`config.mk`:
```
export PLATFORM = sky130hd
export DESIGN_NAME = smooth_vertex_normal
export DESIGN_NICKNAME = d
export VERILOG_FILES = /design/src/hw/rtl/svn_pkg.sv /design/src/hw/rtl/svn_sqrt.sv /design/src/hw/rtl/svn_div.sv /design/src/hw/rtl/smooth_vertex_normal.sv
export SDC_FILE = /design/constraint.sdc
export NUM_CORES = 2
export LEC_CHECK = 0
export ABC_CLOCK_PERIOD_IN_PS = 14300
export BUFFER_PORTS_ARGS = -buffer_cell sky130_fd_sc_hd__buf_2
export CAP_MARGIN = 0
export CORE_MARGIN = 2
export CORE_UTILIZATION = 53
export CTS_BUF_LIST = sky130_fd_sc_hd__clkbuf_4 sky130_fd_sc_hd__clkbuf_8
export CTS_CLUSTER_SIZE = 14
export DETAILED_ROUTE_END_ITERATION = 10
export GPL_ROUTABILITY_DRIVEN = 1
export MAX_ROUTING_LAYER = met4
export PLACE_DENSITY = 0.72
export RECOVER_POWER = 50
export SLEW_MARGIN = 30
export SYNTH_ARGS = -nofsm -noshare
export SYNTH_HDL_FRONTEND = slang
export SYNTH_SLANG_ARGS = --single-unit
```
`constraint.sdc`:
```
create_clock -name i_clk -period 14.3 [get_ports i_clk]
set_clock_uncertainty 0.2 [all_clocks]
set_input_delay 1.43 -clock i_clk [delete_from_list [all_inputs] [get_ports i_clk]]
set_output_delay 1.43 -clock i_clk [all_outputs]
set_load 0.005 [all_outputs]
```
`src/hw/rtl/svn_pkg.sv`:
```
// ----------------------------------------------------------------------------
// svn_pkg
// Shared widths, state codes and helpers for the smooth vertex normal block.
// ----------------------------------------------------------------------------
package svn_pkg;

    localparam int CoordW     = 16;                  // input coordinate, Q8.8
    localparam int DiffW      = CoordW + 1;          // edge vector component
    localparam int MulW       = 22;                  // shared multiplier operand
    localparam int ProdW      = 2 * MulW;
    localparam int SumW       = 42;                  // running cross sum
    localparam int HalfW      = SumW / 2;            // split for squaring
    localparam int SqW        = 2 * SumW;            // sum of squares
    localparam int RootW      = SumW;                // integer square root
    localparam int RootCntW   = $clog2(RootW);
    localparam int QuotW      = 16;                  // Q1.14 result
    localparam int DivCntW    = $clog2(QuotW);
    localparam int MaxValence = 64;
    localparam int CntW       = $clog2(MaxValence + 1);
    localparam int UnitOne    = 16384;

    typedef enum logic [6:0] {
        S_IDLE  = 7'b0000001,
        S_CROSS = 7'b0000010,
        S_ZCHK  = 7'b0000100,
        S_SQR   = 7'b0001000,
        S_ROOT  = 7'b0010000,
        S_DIV   = 7'b0100000,
        S_OUT   = 7'b1000000
    } t_state;

    // magnitude of a two's complement sum; the most negative value maps to 2^41
    function automatic logic [SumW-1:0] mag(input logic [SumW-1:0] x);
        logic [SumW-1:0] neg;
        neg = ~x + {{(SumW-1){1'b0}}, 1'b1};
        return x[SumW-1] ? neg : x;
    endfunction

endpackage

```
`src/hw/rtl/svn_sqrt.sv`:
```
// ----------------------------------------------------------------------------
// svn_sqrt
// Digit-by-digit integer square root, two radicand bits per cycle.
// ----------------------------------------------------------------------------
module svn_sqrt (
    input  logic                          i_clk,
    input  logic                          i_rst_n,
    input  logic                          i_start,
    input  logic [svn_pkg::SqW-1:0]       i_rad,
    output logic                          o_done,
    output logic [svn_pkg::RootW-1:0]     o_root
);

    logic                          r_busy;
    logic                          r_done;
    logic [svn_pkg::RootCntW-1:0]  r_cnt;
    logic [svn_pkg::SqW-1:0]       r_rad;
    logic [svn_pkg::RootW+3:0]     r_rem;
    logic [svn_pkg::RootW-1:0]     r_root;

    logic [svn_pkg::RootW+3:0]     n_t;
    logic [svn_pkg::RootW+3:0]     n_trial;
    logic                          n_ge;

    always_comb begin
        n_t     = {r_rem[svn_pkg::RootW+1:0], r_rad[svn_pkg::SqW-1 -: 2]};
        n_trial = {2'b00, r_root, 2'b01};
        n_ge    = (n_t >= n_trial);
    end

    always_ff @(posedge i_clk) begin
        if (!i_rst_n) begin
            r_busy <= 1'b0;
            r_done <= 1'b0;
            r_cnt  <= '0;
        end else begin
            r_done <= 1'b0;
            if (i_start) begin
                r_busy <= 1'b1;
                r_cnt  <= '0;
                r_rad  <= i_rad;
                r_rem  <= '0;
                r_root <= '0;
            end else if (r_busy) begin
                r_rad  <= {r_rad[svn_pkg::SqW-3:0], 2'b00};
                r_rem  <= n_ge ? (n_t - n_trial) : n_t;
                r_root <= {r_root[svn_pkg::RootW-2:0], n_ge};
                r_cnt  <= r_cnt + 1'b1;
                if (r_cnt == svn_pkg::RootCntW'(svn_pkg::RootW - 1)) begin
                    r_busy <= 1'b0;
                    r_done <= 1'b1;
                end
            end
        end
    end

    assign o_done = r_done;
    assign o_root = r_root;

endmodule

```
`src/hw/rtl/svn_div.sv`:
```
// ----------------------------------------------------------------------------
// svn_div
// Restoring divider: (num * 16384) / den, one quotient bit per cycle.
// ----------------------------------------------------------------------------
module svn_div (
    input  logic                          i_clk,
    input  logic                          i_rst_n,
    input  logic                          i_start,
    input  logic [svn_pkg::SumW-1:0]      i_num,   // num <= den assumed
    input  logic [svn_pkg::SumW-1:0]      i_den,
    output logic                          o_done,
    output logic [svn_pkg::QuotW-1:0]     o_quot
);

    logic                          r_busy;
    logic                          r_done;
    logic [svn_pkg::DivCntW-1:0]   r_cnt;
    logic [svn_pkg::SumW-1:0]      r_rem;
    logic [svn_pkg::SumW-1:0]      r_den;
    logic [svn_pkg::QuotW-1:0]     r_sh;
    logic [svn_pkg::QuotW-1:0]     r_q;

    logic [svn_pkg::SumW:0]        n_t;
    logic [svn_pkg::SumW:0]        n_diff;
    logic                          n_ge;

    always_comb begin
        n_t    = {r_rem, r_sh[svn_pkg::QuotW-1]};
        n_ge   = (n_t >= {1'b0, r_den});
        n_diff = n_t - {1'b0, r_den};
    end

    always_ff @(posedge i_clk) begin
        if (!i_rst_n) begin
            r_busy <= 1'b0;
            r_done <= 1'b0;
            r_cnt  <= '0;
        end else begin
            r_done <= 1'b0;
            if (i_start) begin
                // num << 14 split: top bits seed the remainder, rest shift in
                r_busy <= 1'b1;
                r_cnt  <= '0;
                r_rem  <= {2'b00, i_num[svn_pkg::SumW-1:2]};
                r_sh   <= {i_num[1:0], {(svn_pkg::QuotW-2){1'b0}}};
                r_den  <= i_den;
                r_q    <= '0;
            end else if (r_busy) begin
                r_rem <= n_ge ? n_diff[svn_pkg::SumW-1:0] : n_t[svn_pkg::SumW-1:0];
                r_q   <= {r_q[svn_pkg::QuotW-2:0], n_ge};
                r_sh  <= {r_sh[svn_pkg::QuotW-2:0], 1'b0};
                r_cnt <= r_cnt + 1'b1;
                if (r_cnt == svn_pkg::DivCntW'(svn_pkg::QuotW - 1)) begin
                    r_busy <= 1'b0;
                    r_done <= 1'b1;
                end
            end
        end
    end

    assign o_done = r_done;
    assign o_quot = r_q;

endmodule

```
`src/hw/rtl/smooth_vertex_normal.sv`:
```
// ----------------------------------------------------------------------------
// smooth_vertex_normal
// Area-weighted vertex normal from a stream of face corners.
// ----------------------------------------------------------------------------
// Each word on the slave side is one face corner of a vertex. A valid corner
// (tuser high) adds cross(next - curr, prev - curr) into three 42-bit sums,
// using one shared 22x22 multiplier for its six products in turn. Past 64
// valid corners further valid ones are dropped and flagged. The corner with
// tlast closes the vertex: the sums are checked for zero, squared and summed
// through the same multiplier, the length is taken by a digit serial root and
// each component is scaled to Q1.14 by a bit serial divider. A zero sum skips
// straight to the result.
// The result sits in an output register, so the next vertex can start while
// it waits to be taken. s_axis_tready is high only while the sequencer idles.
// ----------------------------------------------------------------------------
module smooth_vertex_normal (
    input  logic         i_clk,
    input  logic         i_rst_n,
    input  logic         s_axis_tvalid,
    output logic         s_axis_tready,
    // curr_x, curr_y, curr_z, prev_x, prev_y, prev_z, next_x, next_y, next_z
    input  logic [143:0] s_axis_tdata,
    input  logic         s_axis_tuser,   // face_valid
    input  logic         s_axis_tlast,   // last_of_vertex
    output logic         m_axis_tvalid,
    input  logic         m_axis_tready,
    output logic [47:0]  m_axis_tdata,   // normal_x, normal_y, normal_z
    output logic [1:0]   m_axis_tuser    // zero_length, too_many_faces
);

    localparam int CW = svn_pkg::CoordW;
    localparam int DW = svn_pkg::DiffW;
    localparam int MW = svn_pkg::MulW;
    localparam int SW = svn_pkg::SumW;
    localparam int HW = svn_pkg::HalfW;
    localparam int QW = svn_pkg::QuotW;

    svn_pkg::t_state               r_state;
    logic signed [DW-1:0]          r_ex, r_ey, r_ez, r_dx, r_dy, r_dz;
    logic                          r_last;
    logic [SW-1:0]                 r_sum_x, r_sum_y, r_sum_z;
    logic [svn_pkg::CntW-1:0]      r_cnt;
    logic                          r_ovf;
    logic                          r_zero;
    logic [2:0]                    r_step;
    logic [1:0]                    r_idx;
    logic                          r_go;
    logic [svn_pkg::SqW-1:0]       r_acc;
    logic [svn_pkg::RootW-1:0]     r_root;
    logic [QW-1:0]                 r_nx, r_ny, r_nz;
    logic                          r_out_valid;
    logic [47:0]                   r_out_data;
    logic [1:0]                    r_out_user;

    // shared multiplier operands and product
    logic signed [MW-1:0]          n_ma, n_mb;
    logic signed [svn_pkg::ProdW-1:0] n_prod;
    logic                          n_sub;
    logic [SW-1:0]                 n_msel;     // magnitude of selected sum
    logic [SW-1:0]                 n_csel;     // selected sum, signed bits
    logic [SW-1:0]                 n_add;

    logic                          w_in_acc;
    logic                          w_root_done, w_div_done;
    logic [svn_pkg::RootW-1:0]     w_root;
    logic [QW-1:0]                 w_quot;
    logic [QW-1:0]                 n_qc, n_qs;

    function automatic logic signed [DW-1:0] diff(input logic [CW-1:0] a,
                                                  input logic [CW-1:0] b);
        return $signed({a[CW-1], a}) - $signed({b[CW-1], b});
    endfunction

    assign w_in_acc = s_axis_tvalid && s_axis_tready;

    // component select by r_idx
    always_comb begin
        unique case (r_idx)
            2'd0:    n_csel = r_sum_x;
            2'd1:    n_csel = r_sum_y;
            default: n_csel = r_sum_z;
        endcase
        n_msel = svn_pkg::mag(n_csel);
    end

    // operand selection for cross terms and for squaring
    always_comb begin
        n_ma  = '0;
        n_mb  = '0;
        n_sub = 1'b0;
        if (r_state == svn_pkg::S_CROSS) begin
            unique case (r_step)
                3'd0: begin n_ma = MW'(r_dy); n_mb = MW'(r_ez); end
                3'd1: begin n_ma = MW'(r_dz); n_mb = MW'(r_ey); n_sub = 1'b1; end
                3'd2: begin n_ma = MW'(r_dz); n_mb = MW'(r_ex); end
                3'd3: begin n_ma = MW'(r_dx); n_mb = MW'(r_ez); n_sub = 1'b1; end
                3'd4: begin n_ma = MW'(r_dx); n_mb = MW'(r_ey); end
                default: begin n_ma = MW'(r_dy); n_mb = MW'(r_ex); n_sub = 1'b1; end
            endcase
        end else begin
            // m = a * 2^21 + b: a*a, a*b, b*b
            unique case (r_step)
                3'd0: begin
                    n_ma = $signed({1'b0, n_msel[SW-1:HW]});
                    n_mb = $signed({1'b0, n_msel[SW-1:HW]});
                end
                3'd1: begin
                    n_ma = $signed({1'b0, n_msel[SW-1:HW]});
                    n_mb = $signed({1'b0, n_msel[HW-1:0]});
                end
                default: begin
                    n_ma = $signed({1'b0, n_msel[HW-1:0]});
                    n_mb = $signed({1'b0, n_msel[HW-1:0]});
                end
            endcase
        end
        n_prod = n_ma * n_mb;
        n_add  = n_prod[SW-1:0];
    end

    // clamp and sign the quotient
    always_comb begin
        n_qc = (w_quot > QW'(svn_pkg::UnitOne)) ? QW'(svn_pkg::UnitOne) : w_quot;
        n_qs = n_csel[SW-1] ? (~n_qc + 1'b1) : n_qc;
    end

    svn_sqrt u_sqrt (
        .i_clk   (i_clk),
        .i_rst_n (i_rst_n),
        .i_start (r_state == svn_pkg::S_ROOT && r_go),
        .i_rad   (r_acc),
        .o_done  (w_root_done),
        .o_root  (w_root)
    );

    svn_div u_div (
        .i_clk   (i_clk),
        .i_rst_n (i_rst_n),
        .i_start (r_state == svn_pkg::S_DIV && r_go),
        .i_num   (n_msel),
        .i_den   (r_root),
        .o_done  (w_div_done),
        .o_quot  (w_quot)
    );

    always_ff @(posedge i_clk) begin
        if (!i_rst_n) begin
            r_state     <= svn_pkg::S_IDLE;
            r_sum_x     <= '0;
            r_sum_y     <= '0;
            r_sum_z     <= '0;
            r_cnt       <= '0;
            r_ovf       <= 1'b0;
            r_zero      <= 1'b0;
            r_step      <= '0;
            r_idx       <= '0;
            r_go        <= 1'b0;
            r_last      <= 1'b0;
            r_out_valid <= 1'b0;
        end else begin
            // output register: load a new result or drop the one taken
            if (r_state == svn_pkg::S_OUT && (!r_out_valid || m_axis_tready)) begin
                r_out_valid <= 1'b1;
            end else if (m_axis_tready) begin
                r_out_valid <= 1'b0;
            end
            unique case (r_state)
                svn_pkg::S_IDLE: begin
                    if (w_in_acc) begin
                        r_ex   <= diff(s_axis_tdata[63:48],   s_axis_tdata[15:0]);
                        r_ey   <= diff(s_axis_tdata[79:64],   s_axis_tdata[31:16]);
                        r_ez   <= diff(s_axis_tdata[95:80],   s_axis_tdata[47:32]);
                        r_dx   <= diff(s_axis_tdata[111:96],  s_axis_tdata[15:0]);
                        r_dy   <= diff(s_axis_tdata[127:112], s_axis_tdata[31:16]);
                        r_dz   <= diff(s_axis_tdata[143:128], s_axis_tdata[47:32]);
                        r_last <= s_axis_tlast;
                        r_step <= '0;
                        if (s_axis_tuser && r_cnt < svn_pkg::CntW'(svn_pkg::MaxValence)) begin
                            r_cnt   <= r_cnt + 1'b1;
                            r_state <= svn_pkg::S_CROSS;
                        end else begin
                            if (s_axis_tuser) begin
                                r_ovf <= 1'b1;
                            end
                            if (s_axis_tlast) begin
                                r_state <= svn_pkg::S_ZCHK;
                            end
                        end
                    end
                end
                svn_pkg::S_CROSS: begin
                    unique case (r_step)
                        3'd0, 3'd1: r_sum_x <= n_sub ? r_sum_x - n_add : r_sum_x + n_add;
                        3'd2, 3'd3: r_sum_y <= n_sub ? r_sum_y - n_add : r_sum_y + n_add;
                        default:    r_sum_z <= n_sub ? r_sum_z - n_add : r_sum_z + n_add;
                    endcase
                    r_step <= r_step + 1'b1;
                    if (r_step == 3'd5) begin
                        r_step  <= '0;
                        r_state <= r_last ? svn_pkg::S_ZCHK : svn_pkg::S_IDLE;
                    end
                end
                svn_pkg::S_ZCHK: begin
                    r_step <= '0;
                    r_idx  <= '0;
                    r_acc  <= '0;
                    if (r_sum_x == '0 && r_sum_y == '0 && r_sum_z == '0) begin
                        r_nx    <= '0;
                        r_ny    <= '0;
                        r_nz    <= '0;
                        r_zero  <= 1'b1;
                        r_state <= svn_pkg::S_OUT;
                    end else begin
                        r_zero  <= 1'b0;
                        r_state <= svn_pkg::S_SQR;
                    end
                end
                svn_pkg::S_SQR: begin
                    unique case (r_step)
                        3'd0:    r_acc <= r_acc + {n_add, {SW{1'b0}}};
                        3'd1:    r_acc <= r_acc + {{(SW-HW-1){1'b0}}, n_add, {(HW+1){1'b0}}};
                        default: r_acc <= r_acc + {{SW{1'b0}}, n_add};
                    endcase
                    r_step <= r_step + 1'b1;
                    if (r_step == 3'd2) begin
                        r_step <= '0;
                        if (r_idx == 2'd2) begin
                            r_idx   <= '0;
                            r_go    <= 1'b1;
                            r_state <= svn_pkg::S_ROOT;
                        end else begin
                            r_idx <= r_idx + 1'b1;
                        end
                    end
                end
                svn_pkg::S_ROOT: begin
                    r_go <= 1'b0;
                    if (w_root_done) begin
                        // a nonzero sum never gives a zero root
                        r_root  <= w_root;
                        r_idx   <= '0;
                        r_go    <= 1'b1;
                        r_state <= svn_pkg::S_DIV;
                    end
                end
                svn_pkg::S_DIV: begin
                    r_go <= 1'b0;
                    if (w_div_done) begin
                        unique case (r_idx)
                            2'd0:    r_nx <= n_qs;
                            2'd1:    r_ny <= n_qs;
                            default: r_nz <= n_qs;
                        endcase
                        if (r_idx == 2'd2) begin
                            r_state <= svn_pkg::S_OUT;
                        end else begin
                            r_idx <= r_idx + 1'b1;
                            r_go  <= 1'b1;
                        end
                    end
                end
                svn_pkg::S_OUT: begin
                    if (!r_out_valid || m_axis_tready) begin
                        r_out_data  <= {r_nz, r_ny, r_nx};
                        r_out_user  <= {r_ovf, r_zero};
                        r_sum_x     <= '0;
                        r_sum_y     <= '0;
                        r_sum_z     <= '0;
                        r_cnt       <= '0;
                        r_ovf       <= 1'b0;
                        r_state     <= svn_pkg::S_IDLE;
                    end
                end
                default: r_state <= svn_pkg::S_IDLE;
            endcase
        end
    end

    assign s_axis_tready = (r_state == svn_pkg::S_IDLE);
    assign m_axis_tvalid = r_out_valid;
    assign m_axis_tdata  = r_out_data;
    assign m_axis_tuser  = r_out_user;

endmodule
```
==> impl_metrics.json <==
{
  "hpwlAfterDp_mm": 211,
  "critPathMaxStageDelay_ps": 570,
  "timing.final.ws_setup_ps": 387,
  "dp_slack_ps": -464,
  "clockRootBuffer": "clkbuf_8",
  "r2r_cells": 61,
  "grt_start_max_net_pins": 108,
  "whs_ps": 193,
  "core_um2": 133000,
  "nNetsFinal": 10100,
  "dr_wl_met2_mm": 116,
  "syn_to_final_growth_pct": 17.5,
  "swShare_pct": 48.7,
  "finalSetupTns_ps": 0,
  "start_util_pct": 53.5,
  "failed_checks": "capacitance limit, slew limit",
  "drv_cap": 14,
  "drt-wirelength-per-cell_um": 24.5,
  "setup_violations": 0,
  "worst_pin_slew_ps": 4140,
  "firstDrtPassIters": 8,
  "clock_latency_ps": 950,
  "wl_mm": 265,
  "crit_top_cell": "buf_4",
  "drc": 0,
  "synth_cell_type_count": 88,
  "syn_inst": 8043,
  "crit_required_ps": 14900,
  "ys_ff_latch": 762,
  "status": "finished with violations",
  "ant_nets": 0,
  "p_leak_nw": 38.1,
  "clock_path_buffers": 3,
  "initialDrtViolationCount": 6409,
  "start_kind": "flip-flop",
  "avgSynthCellArea_um2": 8.87,
  "hold_depth": 0,
  "ios": 202,
  "criticalPathCategory": "flip-flop to flip-flop",
  "report.final.hold_viol_count": 0,
  "synth_edf_count": 598,
  "yosysTopAreaCellShare_pct": 25.2,
  "peakVddDrop_mv": 0.399,
  "nFillCells": 11600,
  "layout_min_cycle_time_ps": 13910,
  "dieArea_um2": 138000,
  "grt.total_usage_pct": 39.6,
  "yosysSeqAreaShare_pct": 29.8,
  "drv_slew": 570,
  "powerDensity_nw_per_um2": 295,
  "overflow": 0,
  "cpMaxStageDelayCell": "fa_1",
  "grt_pass1_vias": 62200,
  "worstSetupEndpointType": "flip-flop",
  "synth_flop_cell": "edfxtp_1",
  "routabilityCongestion": 1.08,
  "top_layer": "met4",
  "crit_arrival_ps": 14510,
  "wl_met1_mm": 108,
  "share_clk_of_total_power_pct": 9.3,
  "max_freq_ghz": 0.0719,
  "power.switching_mw": 12.0,
  "synth_top_area_cell": "edfxtp_1",
  "layout-drive-gt1-share_pct": 15.9,
  "clk_pin_slew_ps": 60,
  "wl_met3_mm": 24.8,
  "yosysWarningCount": 0,
  "p_int_mw": 12.7,
  "p_comb_share_pct": 80.3,
  "post-route-period-util_pct": 97.3,
  "vias_per_cell": 5.93,
  "die_w_um": 371,
  "rows": 134,
  "htreeDepth": 4,
  "synth_area_leaders": "edfxtp_1, fa_1, ha_1",
  "synth_area_um2": 71300,
  "dieHeight_um": 371,
  "cts.sinks": 762,
  "relSlewSlack_pct": -176,
  "cts_tree": "built",
  "synth_nets": 9248,
  "async_flop_share_pct": 0,
  "via_count": 64100,
  "cts_buffers": 140,
  "antenna_found_initial": 22,
  "port_buffers": 201,
  "pwr-share-seq_pct": 10.4,
  "hold_class": "flip-flop to flip-flop",
  "grt_pass1_wl_mm": 393,
  "path_max_fanout": 6
}
## final cells by class
type	instances	area, µm²	share of cell area [%]
Clock buffer	191	2350	2.80
Sequential cell	762	21200	25.3
Inverter	845	3170	3.79
Tap cell	1768	2210	2.64
Antenna cell	28	70.1	0.0836
Timing Repair Buffer	1020	7370	8.80
Multi-Input combinational cell	6134	46800	55.8
Clock inverter	61	627	0.748
## synthesized netlist by cell type (all sizes together) (14+ instances only)
cell type	n
inv	844
xnor2	296
a211oi	99
nor3	123
a22oi	130
a211o	14
nand4	72
and2	70
a21boi	42
and3	57
ha	557
o211ai	36
o21bai	50
buf	32
a31oi	50
mux2i	57
a21oi	541
dfxtp	164
nand2	914
o21a	73
o21ai	331
nor2	975
and4	14
xor2	199
clkbuf	271
a21o	212
nor2b	81
or2	21
edfxtp	598
nand3	118
nand2b	99
fa	498
or3	35
nor4	55
a22o	41
o31ai	31
## registers in the layout, indices dropped and copies added (netlist names), 42 cells and up
register and count:
r_acc 84, u_sqrt.r_rem 44, r_root 42, r_sum_x 42, u_sqrt.o_root 42, u_sqrt.r_rad 84
r_sum_z 42, r_sum_y 42, u_div.r_den 42, u_div.r_rem 42, m_axis_tdata 48
## power groups by stage
stage	combinational (mW)	clock, mW	sequential (mW)
after floorplan	11.0	0	2.58
after global placement	18.7	0	2.61
after detailed placement	18.8	0	2.61
after CTS	19.0	2.33	2.56
after global routing	21.3	2.41	2.57
final	19.9	2.30	2.57
## cells in the final DEF, fill, tap and decap left out, types with 66 or more instances in the layout
cell type  count
nand2_1      914
a21oi_1      507
o21a_1        66
nand2b_1      99
inv_1        840
buf_4        765
fa_1         483
clkbuf_8     146
buf_2        162
a22oi_1      130
edfxtp_1     598
o21ai_0      277
nand3_1      117
ha_1         545
a211oi_1      94
dfxtp_1      161
nand4_1       71
nor3_1       114
a21o_1       212
nor2_1       957
nor2b_1       81
xor2_1       191
xnor2_1      282
## critical path: cells and delay by family, from the launching register on
family	cells	cell delay, ps
buf+inv	13	1570
flops	1	370
compound gates	19	4090
fa+ha+maj	15	5300
xor+xnor	3	560
simple gates	11	1700
## worst paths after layout
kind	end	slack [ps]	startpoint
setup / recovery	r_sum_y[40]$_SDFFE_PN0P_	390	r_idx[0]$_SDFFE_PN0P_
hold / removal	u_div.r_den[9]$_DFFE_PP_	190	r_root[9]$_DFFE_PP_
setup reg to reg	r_sum_y[40]$_SDFFE_PN0P_	390	r_idx[0]$_SDFFE_PN0P_
hold reg to reg	u_div.r_den[9]$_DFFE_PP_	190	r_root[9]$_DFFE_PP_
## metrics by stage
step                      power (mW)  instances  cell area [µm²]  util [%]
after floorplan                 13.6       8043            71300         -
after global placement          21.3      10500            79700      59.7
after detailed placement        21.4      10500            79700      59.7
after CTS                       23.9      10700            82800      62.0
after global routing            26.3      10800            83800      62.8
final                           24.7      10800            83800      62.8
## routing by layer
| metal | global-route usage, % | up-vias |
|---|---|---|
| met1 | 51.2 | 31000 |
| met4 | 19.4 | 0 |
| met2 | 58.6 | 2948 |
| met3 | 8.94 | 643 |
| li1 | - | 29500 |
| met5 | - | - |
## cells by family after synthesis
family | Yosys count | synth area share, %
xor gates and xnor gates | 495 | 6.09
adders and majority gates | 1067 | 23.9
AOI/OAI and AO/OA | 1819 | 16.5
and+or+nand+nor | 2683 | 16.7
DFF | 762 | 29.8
muxes | 69 | 0.989
buffers and inverters | 1148 | 6.07
## timing repair
action | in CTS | in global routing
endpoints found under the setup margin | 11 | 59
endpoints found under the hold margin | 0 | 0
hold buffers | 0 | 0
pin swaps | 1 | 52
gates cloned | 0 | 2
gates resized for setup | 17 | 203
buffers inserted | 0 | 41
No activity file was read; power rests on OpenSTA's default activity.
